<file path="src/hw/rtl/epve_pkg.sv">
package epve_pkg;

  localparam int STEP_W  = 48;
  localparam int DATA_W  = 32;
  localparam int CFG_W   = STEP_W;
  localparam int IDX_W   = 1;
  localparam int DIV_STEPS = STEP_W;
  localparam int STEP_CNT_W = $clog2(DIV_STEPS);

  localparam logic [IDX_W-1:0] REG_SCALED_STEP = 1'b0;
  localparam logic [IDX_W-1:0] REG_SPEED_LIMIT = 1'b1;

  localparam logic [STEP_W-1:0] SCALED_STEP_RESET = 48'd3457876312;
  localparam logic [DATA_W-1:0] SPEED_LIMIT_RESET = 32'd4915200;

  localparam logic [DATA_W-1:0] VEL_POS_MAX = 32'h7FFF_FFFF;
  localparam logic [DATA_W-1:0] VEL_NEG_MAG_MAX = 32'h8000_0000;

  typedef struct packed {
    logic load;
    logic step;
    logic finish;
  } epve_cmd_t;

  typedef struct packed {
    logic div_last;
  } epve_status_t;

endpackage

</file>
<file path="src/hw/rtl/epve_ctrl.sv">
module epve_ctrl
  import epve_pkg::*;
(
  input  logic         clk,
  input  logic         rst,
  input  logic         in_valid,
  output logic         in_stall,
  output logic         out_valid,
  input  logic         out_stall,
  input  epve_status_t status,
  output epve_cmd_t    cmd
);

  typedef enum logic [2:0] {
    ST_IDLE = 3'b001,
    ST_DIV  = 3'b010,
    ST_FIN  = 3'b100
  } state_t;

  state_t state, state_next;
  logic   out_valid_next;
  logic   out_free;

  assign in_stall = (state != ST_IDLE);
  assign out_free = !out_valid || !out_stall;

  always_comb begin
    state_next = state;
    cmd        = '0;
    unique case (state)
      ST_IDLE: begin
        if (in_valid) begin
          cmd.load   = 1'b1;
          state_next = ST_DIV;
        end
      end
      ST_DIV: begin
        cmd.step = 1'b1;
        if (status.div_last) begin
          state_next = ST_FIN;
        end
      end
      ST_FIN: begin
        if (out_free) begin
          cmd.finish = 1'b1;
          state_next = ST_IDLE;
        end
      end
      default: begin
        state_next = ST_IDLE;
      end
    endcase
  end

  always_comb begin
    out_valid_next = out_valid;
    if (out_valid && !out_stall) begin
      out_valid_next = 1'b0;
    end
    if (cmd.finish) begin
      out_valid_next = 1'b1;
    end
  end

  always_ff @(posedge clk) begin
    if (rst) begin
      state     <= ST_IDLE;
      out_valid <= 1'b0;
    end else begin
      state     <= state_next;
      out_valid <= out_valid_next;
    end
  end

endmodule

</file>
<file path="src/hw/rtl/epve_datapath.sv">
module epve_datapath
  import epve_pkg::*;
(
  input  logic                     clk,
  input  logic                     rst,
  input  logic                     cfg_we,
  input  logic [IDX_W-1:0]         cfg_index,
  input  logic [CFG_W-1:0]         cfg_data,
  input  logic [DATA_W-1:0]        edge_time_us,
  input  logic                     channel_b,
  input  epve_cmd_t                cmd,
  output epve_status_t             status,
  output logic signed [DATA_W-1:0] position_count,
  output logic signed [DATA_W-1:0] velocity,
  output logic                     rejected
);

  logic [STEP_W-1:0]     scaled_step;
  logic [DATA_W-1:0]     speed_limit;
  logic [DATA_W-1:0]     count;
  logic [DATA_W-1:0]     last_edge_time;
  logic [DATA_W-1:0]     accepted_velocity;

  logic [STEP_W-1:0]     quo;
  logic [DATA_W-1:0]     rem;
  logic [DATA_W-1:0]     divisor;
  logic                  forward;
  logic                  interval_zero;
  logic [STEP_CNT_W-1:0] step_cnt;

  logic [DATA_W-1:0]     interval;
  logic [DATA_W+1:0]     trial;
  logic [DATA_W:0]       partial;
  logic                  reject_now;
  logic [DATA_W-1:0]     new_vel;
  logic [DATA_W-1:0]     vel_out;

  assign interval = edge_time_us - last_edge_time;
  assign status.div_last = (step_cnt == STEP_CNT_W'(DIV_STEPS - 1));

  // one restoring step: shift in the next dividend bit, subtract if it fits
  assign partial = {rem, quo[STEP_W-1]};
  assign trial   = {1'b0, partial} - {2'b00, divisor};

  assign reject_now = interval_zero || (quo > {{(STEP_W-DATA_W){1'b0}}, speed_limit});

  always_comb begin
    if (forward) begin
      new_vel = quo[DATA_W-1] ? VEL_POS_MAX : quo[DATA_W-1:0];
    end else if (quo[DATA_W-1:0] > VEL_NEG_MAG_MAX) begin
      new_vel = VEL_NEG_MAG_MAX;
    end else begin
      new_vel = DATA_W'(0) - quo[DATA_W-1:0];
    end
    vel_out = reject_now ? accepted_velocity : new_vel;
  end

  always_ff @(posedge clk) begin
    if (rst) begin
      scaled_step       <= SCALED_STEP_RESET;
      speed_limit       <= SPEED_LIMIT_RESET;
      count             <= '0;
      last_edge_time    <= '0;
      accepted_velocity <= '0;
    end else begin
      if (cfg_we) begin
        unique case (cfg_index)
          REG_SCALED_STEP: scaled_step <= cfg_data;
          REG_SPEED_LIMIT: speed_limit <= cfg_data[DATA_W-1:0];
          default: ;
        endcase
      end
      if (cmd.load) begin
        count          <= channel_b ? count + DATA_W'(1) : count - DATA_W'(1);
        last_edge_time <= edge_time_us;
      end
      if (cmd.finish && !reject_now) begin
        accepted_velocity <= new_vel;
      end
    end
  end

  always_ff @(posedge clk) begin
    if (cmd.load) begin
      quo           <= scaled_step;
      rem           <= '0;
      divisor       <= interval;
      forward       <= channel_b;
      interval_zero <= (interval == '0);
      step_cnt      <= '0;
    end else if (cmd.step) begin
      step_cnt <= step_cnt + STEP_CNT_W'(1);
      if (!trial[DATA_W+1]) begin
        rem <= trial[DATA_W-1:0];
        quo <= {quo[STEP_W-2:0], 1'b1};
      end else begin
        rem <= partial[DATA_W-1:0];
        quo <= {quo[STEP_W-2:0], 1'b0};
      end
    end
    if (cmd.finish) begin
      position_count <= count;
      velocity       <= vel_out;
      rejected       <= reject_now;
    end
  end

endmodule

</file>
<file path="src/hw/rtl/encoder_period_velocity_estimator.sv">
// encoder velocity from edge period: each input word is one rising edge of
// channel a with its microsecond timestamp and the channel b level. b high
// counts the position up, b low counts it down. velocity is scaled_step
// divided by the time since the previous edge, signed q16.16 mm/s; a zero
// interval or a magnitude above speed_limit repeats the last accepted
// velocity and raises rejected. one result word per edge. an edge goes
// through the load, the bit-serial restoring divider (48-bit step by
// 32-bit interval, one quotient bit a cycle) and the forming and
// registering of the result before the next edge can be taken. the
// finished result waits in the output register, so a new edge is
// accepted while it is still stalled; the result is only held up if the
// previous one is still not taken when the next division ends. config
// writes (index 0 scaled_step, index 1 speed_limit) belong in idle time
// only.
module encoder_period_velocity_estimator
  import epve_pkg::*;
(
  input  logic                     clk,
  input  logic                     rst,
  input  logic                     cfg_we,
  input  logic [IDX_W-1:0]         cfg_index,
  input  logic [CFG_W-1:0]         cfg_data,
  input  logic                     in_valid,
  output logic                     in_stall,
  input  logic [DATA_W-1:0]        edge_time_us,
  input  logic                     channel_b,
  output logic                     out_valid,
  input  logic                     out_stall,
  output logic signed [DATA_W-1:0] position_count,
  output logic signed [DATA_W-1:0] velocity,
  output logic                     rejected
);

  // commands from the controller, divider status back
  epve_cmd_t    cmd;
  epve_status_t status;

  // sequencer: idle, divide, finish
  epve_ctrl u_ctrl (
    .clk       (clk),
    .rst       (rst),
    .in_valid  (in_valid),
    .in_stall  (in_stall),
    .out_valid (out_valid),
    .out_stall (out_stall),
    .status    (status),
    .cmd       (cmd)
  );

  // registers, position count, divider and result register
  epve_datapath u_datapath (
    .clk            (clk),
    .rst            (rst),
    .cfg_we         (cfg_we),
    .cfg_index      (cfg_index),
    .cfg_data       (cfg_data),
    .edge_time_us   (edge_time_us),
    .channel_b      (channel_b),
    .cmd            (cmd),
    .status         (status),
    .position_count (position_count),
    .velocity       (velocity),
    .rejected       (rejected)
  );

endmodule
</file>
<file path="config.mk">
export PLATFORM = sky130hd
export DESIGN_NAME = encoder_period_velocity_estimator
export DESIGN_NICKNAME = d
export VERILOG_FILES = /design/src/hw/rtl/epve_pkg.sv /design/src/hw/rtl/epve_ctrl.sv /design/src/hw/rtl/epve_datapath.sv /design/src/hw/rtl/encoder_period_velocity_estimator.sv
export SDC_FILE = /design/constraint.sdc
export NUM_CORES = 1
export LEC_CHECK = 0
export BUFFER_PORTS_ARGS = -buffer_cell sky130_fd_sc_hd__buf_2
export CORE_UTILIZATION = 59
export DETAILED_ROUTE_END_ITERATION = 12
export GPL_ROUTABILITY_DRIVEN = 0
export HOLD_SLACK_MARGIN = 0.08
export PLACE_DENSITY = 0.77
export SETUP_SLACK_MARGIN = 0.15
export SLEW_MARGIN = 30
export SYNTH_ARGS = -nofsm -noshare
export SYNTH_HDL_FRONTEND = slang
export SYNTH_SLANG_ARGS = --single-unit
</file>
<file path="constraint.sdc">
create_clock -name clk -period 4.3 [get_ports clk]
set_input_delay 0.215 -clock clk [delete_from_list [all_inputs] [get_ports clk]]
set_output_delay 0.215 -clock clk [all_outputs]
set_load 0.03 [all_outputs]
</file>
-- Yosys cells after proc, flatten, opt, wreduce, memory -nomap -nowiden
Index checks and enable logic that the tools add are counted.
- flip-flop bits (word level): 365
- bits of input ports: 87
- mux-type cells: 20
- reduce and logical (&&, ||, !) cells: 13
- bitwise operators: 1
- $lt $le $gt $ge: 2
- add/subtract/negate cells: 6
- equal/unequal tests: 8
- operator list (kind ; count):
    32-bit 2-to-1 mux ; 5
    48-bit 2-to-1 mux ; 2
    48-bit by 32-bit > comparator with 1-bit output ; 1
    33-bit by 32-bit subtractor with 34-bit output ; 1
    32-bit by 1-bit adder with 32-bit output (second input constant) ; 1
    32-bit > comparator (second input constant) ; 1
    32-bit logical NOT ; 1
    1-bit by 32-bit subtractor with 32-bit output (first input constant) ; 1
    32-bit by 1-bit subtractor with 32-bit output (second input constant) ; 1
    32-bit subtractor ; 1
    31-bit 2-to-1 mux ; 1
    3-bit 2-to-1 mux ; 3
    3-bit one-hot mux with 3 select lines ; 1
    1-bit 2-to-1 mux ; 8
    6-bit by 1-bit adder with 6-bit output (second input constant) ; 1
    6-bit == test (second input constant) ; 1
    2-bit inequality test (second input constant) ; 2
    2-bit AND reduction ; 2
    2-bit nonzero test ; 2
    3-bit by 1-bit == test with 1-bit output (second input constant) ; 1
    3-bit by 2-bit == test with 1-bit output (second input constant) ; 1
    3-bit == test (second input constant) ; 1
    1-bit logical NOT ; 3
    3-bit by 1-bit inequality test with 1-bit output (second input constant) ; 1
    other kinds (5) ; 7

-- Longest topological paths before layout
Gate-level depths: netlist of run 1.
- word-level depth: 5
- gate-level depth with buffers: 13
- gate-level depth less buffers: 13

-- Cells and area by module
From an unflattened synthesis of run 1, not the netlist that was laid out.
- cell total of the unflattened synthesis: 2157
- area, all modules: 20185.6 um2
- by module, submodules not included (module ; area each (um2) ; cells each ; instances ; seq. area each (um2)):
    epve_datapath ; 19954.1 ; 2132 ; 1 ; 8698.3
    epve_ctrl ; 231.5 ; 25 ; 1 ; 80.1

-- Least setup slack after synthesis of run 1
No wires, ideal clock.
- path kind: input-to-reg
- start: in channel_b
- end: reg u_datapath.count[31]
- data required time: 4.179 ns
- path buffers: 0
- setup slack: 0.687 ns
- data arrival time: 3.492 ns
- stages: 12
- cells stage by stage: inv_1 > ha_1 > a21o_1 > a41oi_1 > a31oi_1 > o22a_1 > a221o_1 > a221o_1 > a41oi_1 > o21ai_0 > mux2i_1 > mux2_2
- longest elaborated chain between the ends: 1
- ends and longest elaborated chain (item ; line ; RTL):
    from (decl) ; encoder_period_velocity_estimator.sv:26 ; input logic channel_b,
    32-bit 2-to-1 mux ; epve_datapath.sv:74 ; count <= channel_b ? count + DATA_W'(1) : count - DATA_W'(1);
    to (signal assigned) ; epve_datapath.sv:74 ;
    to (decl) ; epve_datapath.sv:20 ; logic [DATA_W-1:0] count;
No other way between the ends.
A chain may end at the register's enable or synchronous reset.

-- Worst setup path after layout of run 1
- start: in edge_time_us[0]
- end: reg u_datapath.interval_zero (data pin)
- longest elaborated chain between the ends: 2
- ends and longest elaborated chain (item ; line ; RTL):
    from (decl) ; encoder_period_velocity_estimator.sv:25 ; input logic [DATA_W-1:0] edge_time_us,
    32-bit subtractor ; epve_datapath.sv:38 ; assign interval = edge_time_us - last_edge_time;
    named net u_datapath.interval[1] ; epve_datapath.sv:31 ; logic [DATA_W-1:0] interval;
    32-bit logical NOT ; epve_datapath.sv:89 ; interval_zero <= (interval == '0);
    to (signal assigned) ; epve_datapath.sv:89 ;
    to (decl) ; epve_datapath.sv:28 ; logic interval_zero;
The timed path passes the listed nets, and every way through them passes these cells.

==> results of run 1 <==
worst min-delay path by stage:
stage / startpoint / end / slack, ns / cells past startpoint
after floorplan: channel_b / u_datapath.forward / 0.31 / 0
after global placement: cfg_data[25] / u_datapath.scaled_step[25] / 0.44 / 3
after detailed placement: cfg_data[19] / u_datapath.speed_limit[19] / 0.44 / 3
after CTS: cfg_we / u_datapath.scaled_step[43] / 0.14 / 4
after global routing: cfg_we / u_datapath.scaled_step[47] / 0.15 / 4
final: cfg_we / u_datapath.scaled_step[43] / 0.15 / 4
critical path, delay by kind of cell:
kind	cells	cell delay, ns
and+or+nand+nor	7	2.02
adders and majority gates	2	0.72
AOI/OAI and AO/OA	2	0.53
buffers and inverters	4	0.82
cell families after synthesis:
logic type	share of synthesized area
AO/OA/AOI/OAI	0.1648
XOR/XNOR	0.03629
adder cells (fa/ha/maj)	0.08231
buffers and inverters	0.04534
flip-flops	0.4382
multiplexers	0.04915
AND/OR/NAND/NOR	0.1839
layout by cell type, fill, tap and decap left out, types with 37 or more instances in the layout:
master         instances
xor2_1                40
buf_2                152
dlygate4sd3_1         83
a21o_1                53
xnor2_1               43
ha_1                 127
dfxtp_1              218
a21oi_1              217
nand2_1              495
nor2_1               138
nor3_1                37
o21ai_0              138
edfxtp_1             147
mux2i_1               59
inv_1                131
clkbuf_16             39
through the flow:
step	area (um2)	utilization	total power [mW]	instances	hold WS (ns)
floorplan	20030	-	5.233	2305	0.3139
global placement	21220	0.6345	5.600	2821	0.4404
detailed placement	21280	0.6362	5.671	2823	0.4434
CTS	23330	0.6976	8.978	2975	0.1357
global route	23360	0.6985	9.365	2976	0.1522
finish	23370	0.6987	8.984	2978	0.1511
per-layer routing:
metal | vias to the layer above | global-route usage | wire [um] | share of wire
met4 | 0 | 0.1049 | 1476 | 0.029
met1 | 8142 | 0.3795 | 22130 | 0.44
met2 | 581 | 0.4742 | 23290 | 0.46
met5 | - | 0 | 0 | 0
met3 | 123 | 0.04069 | 3195 | 0.064
li1 | 8446 | - | - | -
timing repair:
item / CTS / global route
hold buffers: 83 / 0
resized for setup: 0 / 3
endpoints found under the hold margin: 114 / 0
setup endpoints to repair: 0 / 2
registers in the layout, indices dropped and copies added, names as in the netlist:
signal                        flops
u_datapath.rejected               1
u_datapath.step_cnt               6
u_datapath.position_count        32
u_datapath.rem                   32
u_datapath.scaled_step           48
u_datapath.interval_zero          1
u_ctrl.state                      3
u_datapath.velocity              32
u_datapath.divisor               32
u_ctrl.out_valid                  1
u_datapath.speed_limit           32
u_datapath.last_edge_time        32
u_datapath.count                 32
u_datapath.quo                   48
u_datapath.forward                1
u_datapath.accepted_velocity     32
area by class of cell:
cell class                 count  share of cell area
clock inverter                20            0.008031
timing repair buffer         259             0.07983
sequential                   365              0.3756
clock buffer                  49             0.04422
inverter                     134             0.02168
antenna                        3           0.0003212
tap                          448             0.02399
multi-input combinational   1700              0.4463
power by group through the flow:
stage / combinational [mW] / sequential (mW) / clock, mW
2_1_floorplan: 1.20 / 4.03 / 0
3_3_place_gp: 1.52 / 4.08 / 0
3_5_place_dp: 1.58 / 4.09 / 0
4_1_cts: 1.66 / 4.02 / 3.30
5_1_grt: 1.88 / 4.04 / 3.44
6_report: 1.69 / 4.02 / 3.27
==> results.md, run 1 <==
- Net switching power figure: 2.567 mW
- ANT nets after route: 0
- Main area contributors after synthesis: edfxtp_1, dfxtp_1, nand2_1
- Max_slew headroom: 0.3818
- Drc violations: 0
- First-pass iteration count of the detailed router: 5
- CP dominant cell by count: inv_1
- Maximum buffer depth of the clock tree: 3
- Reg-to-Reg End: u_datapath.interval_zero
- CTS tree: yes
- Clock Skew: 0.02319 ns
- Share of layout cells above drive strength 1: 0.1175
- Sw frac: 0.2857
- Req. time, crit path: 4.65 ns
- Final max-slew violation count: 0
- Min Tclk post-route: 3.939 ns
- Seq pwr share: 0.448
- FF-to-FF Start: u_datapath.last_edge_time[0]
- Crit end category: register
- # port buffers: 153
- Clock buffer count from CTS: 39
- Clock sinks: 365
- Crit path DAT: 4.29 ns
- Int Pwr: 6.417 mW
- Final setup vio count: 0
- Worst skew pair latency: 0.53 ns
- VDD IR-drop max: 0.0003341 V
- Max Freq: 0.2539 GHz
- Final Hold Violating Endpoints: 0
- Final net count: 2716
- Multi-input gate area: 10430 um2
- Core area: 33450 um2
- Total gr overflow: 0
- Starting density of the core: 0.5990
- Commonest cells in the synthesized netlist: nand2_1, a21oi_1, dfxtp_1, edfxtp_1
- Hold Path Class: input port to register
- First-pass GRT wire length: 80140 um
- Vias in the first global route: 16620
- Distinct cells, synth: 72
- Unrepaired setup endpoints after global routing: true
- Number of synthesized flops with an enable pin: 147
- Worst Max-Slew Pin Slew: 0.9273 ns
- CP startpoint kind: input port
- Critical Path End: u_datapath.interval_zero
- H-tree levels: 2
- Root Driver: clkbuf_16
- Post-DP HPWL: 33130 um
- P&R area growth vs syn: 16.65%
- Cells after synthesis: 2305
- Cell Area, Synth: 20030 um2
- Synth warn: 0
- Seq/Total Area, Yosys: 0.4382
- Cell row count: 67
- Critical path type: input port to register
- Initial antenna violation count: 2
- Syn Nets: 2522
- CP max stage cell: dlygate4sd3_1
- Final worst slack: 0.3614 ns
- Top_reg_cell synth: dfxtp_1
- Vias/cell: 5.807
- Seq. cell area: 8778 um2
- Synth top area share: 0.2203
- Largest net degree at the start of global routing: 156
- Number of max-cap violations: 0
- Setup_tns: 0 ns
- Clock transition at path regs: 0.06 ns
- Outcome: completed
- Routed via count: 17290
- Die Ht: 186.3 um
- Syn Area/Cell: 8.692 um2
- Final Cycle Share: 0.9160
- Worst reg-to-reg setup slack: 0.43 ns
- Postcts setup bufs: 0
- Die W: 186.3 um
- Count leader, synth: nand2_1
- Biggest area consumer among synthesized cells: edfxtp_1
- LEAKAGE: 9.467 nW
- CP Cell Sequence: dlygate4sd3_1, buf_2, inv_1, ha_1, fa_1, inv_1, a2111oi_4, o211ai_1, nor3_2, or3b_1, or4_1, nor4b_2, nand4b_1, or4b_1, nor4_2
- Wire length per cell: 16.82 um
- I/O pin count: 154
- FFs w/ async S/R, synth: 0
- Crit-path max cell delay: 0.54 ns
- Clk network pwr share: 0.364
- Initial DRC Count: 1384
- Setup WS pre-CTS: 0.3391 ns
- Fillers: 2519
- Synthesized flop and latch total: 365
- Power per Cell Area: 384.4 nW/um2
- Die area: 34700 um2
- WL final: 50090 um
- Crit path from: edge_time_us[0]
- Comb pwr share: 0.189
- Worst R2R Path Depth: 12
- Crit Path Max Fanout: 2
- Global-route total usage across every layer: 0.2856
Note: power is estimated with default switching activity, not from simulation.
==> inputs of run 2 (changes only) <==
- BUFFER_PORTS_ARGS: -buffer_cell sky130_fd_sc_hd__buf_2 -> -buffer_cell sky130_fd_sc_hd__buf_4
- SLEW_MARGIN: 30 -> 40
==> run 2 against run 1 <==
  * Clock power grew 7.0%
  * Count of clock-buffer cells in the layout is 14 higher
  * Clock skew about the same
  * Global-route usage grew 0.053 points
  * Critical path type unchanged
==> results.md, run 2 (synthesis gave the netlist of run 1 again) <==
- Outcome: completed
- Root Driver: clkbuf_16
- Met1 Wirelength: 21920 um
- Die W: 186.3 um
- Worst reg-to-reg setup slack: 0.43 ns
- # port buffers: 153
- Critical path type: input port to register
- Final Hold Violating Endpoints: 0
- Cell row count: 67
- Area after DPL: 21700 um2
- Crit Path Max Fanout: 2
- Hold Path Class: input port to register
- Clock Skew: 0.02304 ns
- P&R area growth vs syn: 19.38%
- H-tree levels: 2
- Req. time, crit path: 4.65 ns
- Final Util: 0.7150
- Uppermost layer routed: met4
- Number of max-cap violations: 0
- Post-DP HPWL: 33060 um
- Final hold slack: 0.1252 ns
- Most frequent cells in the layout: nand2_1, dfxtp_1, a21oi_1
- VDD IR-drop max: 0.0002937 V
- Crit path DAT: 4.27 ns
- Total gr overflow: 0
- Commonest non-fill, non-tap cell in the layout: nand2_1
- Clock transition at path regs: 0.06 ns
- Drc violations: 0
- Vias in the first global route: 16640
- Vias/cell: 5.802
- Max Freq: 0.2555 GHz
- Setup_tns: 0 ns
- First-pass GRT wire length: 80230 um
- Power per Cell Area: 386.2 nW/um2
- Initial antenna violation count: 3
- Core area: 33450 um2
- Fillers: 2453
- Met3 routed WL: 3207 um
- Final Cycle Share: 0.9102
- Final net count: 2723
- FF-to-FF Start: u_datapath.last_edge_time[0]
- Clock buffer count from CTS: 40
- Hold path start: cfg_we
- Maximum buffer depth of the clock tree: 3
- Clock sinks: 365
- Initial DRC Count: 1291
- LEAKAGE: 9.734 nW
- I/O pin count: 154
- WL final: 49410 um
- Final max-slew violation count: 0
- Unrepaired setup endpoints after global routing: false
- Post-CTS resize count: 0
- Wire length per cell: 16.54 um
- Worst Max-Slew Pin Slew: 0.8391 ns
- Starting density of the core: 0.5990
- Die Ht: 186.3 um
- Postcts setup bufs: 0
- Max_slew headroom: 0.4406
- Routed wl met2: 22900 um
- Largest regs: u_datapath.quo: 48 flops, u_datapath.scaled_step: 48 flops
- Post-route cell area: 23920 um2
- Largest net degree at the start of global routing: 113
- CP startpoint kind: input port
- Global-route total usage across every layer: 0.2862
- First-pass iteration count of the detailed router: 6
- Die area: 34700 um2
- ANT nets after route: 0
- Crit path from: edge_time_us[0]
- Min Tclk post-route: 3.914 ns
- Final setup vio count: 0
- Worst skew pair latency: 0.54 ns
- Share of layout cells above drive strength 1: 0.1214
- Routed via count: 17340
- CTS tree: yes
- Post-CTS Hold Buffers: 83
- Crit end category: register
[run 2: cell types whose count changed in the layout (fill, tap and decap cells not counted), sizes merged]
| cell | delta |
|---|---|
| clkbuf | +14 |
| buf | +6 |
| clkinv | -6 |
| bufinv | -2 |
| clkinvlp | -2 |
[run 2: worst max-delay path, cell delays in order]
cell and delay [ns]:
dlygate4sd3_1 0.53, buf_4 0.11, inv_1 0.03, ha_1 0.21, fa_1 0.40, xnor2_1 0.18, a2111oi_2 0.34, o211ai_1 0.17
nor3_2 0.13, or3b_1 0.38, or4_1 0.45, nor4b_2 0.27, nand4b_1 0.14, or4b_1 0.51, nor4_2 0.21
[run 2: final timing paths]
check,to,depth (start not counted)
setup / recovery,u_datapath.interval_zero,15
hold / removal,u_datapath.scaled_step[43],4
setup reg to reg,u_datapath.interval_zero,12
hold reg to reg,u_datapath.speed_limit[29],2
[run 2: routing by layer]
layer,vias to the layer above,global-route usage
li1,8454,-
met1,8217,0.3837
met2,556,0.4722
met3,109,0.04439
met4,0,0.09607
met5,-,0
[run 2: cell type report]
cell class                      instances  area, um2  area share
Antenna cell                            3      7.507   0.0003139
Multi-Input combinational cell       1700      10420      0.4356
Sequential cell                       365       8778      0.3670
Timing Repair Buffer                  265       2278     0.09527
Clock inverter                         10      92.59    0.003871
Clock buffer                           63       1274     0.05326
Tap cell                              448      560.5     0.02344
Inverter                              134      508.0     0.02124
[run 2: per-stage QoR]
stage	cells	setup slack, ns	total power [mW]
4_1_cts	2985	0.4105	9.244
6_report	2988	0.3862	9.237
3_3_place_gp	2827	0.5347	5.620
3_5_place_dp	2829	0.4275	5.694
5_1_grt	2987	0.1690	9.641
2_1_floorplan	2305	0.6873	5.233
[run 2: power breakdown]
part           total [mW]  leakage (nW)  internal (mW)  switching (mW)
Sequential           4.02          3.09           3.85           0.164
Clock                3.50         0.664           2.10            1.40
Combinational        1.72          5.98          0.701            1.02
Total                9.24          9.73           6.65            2.58
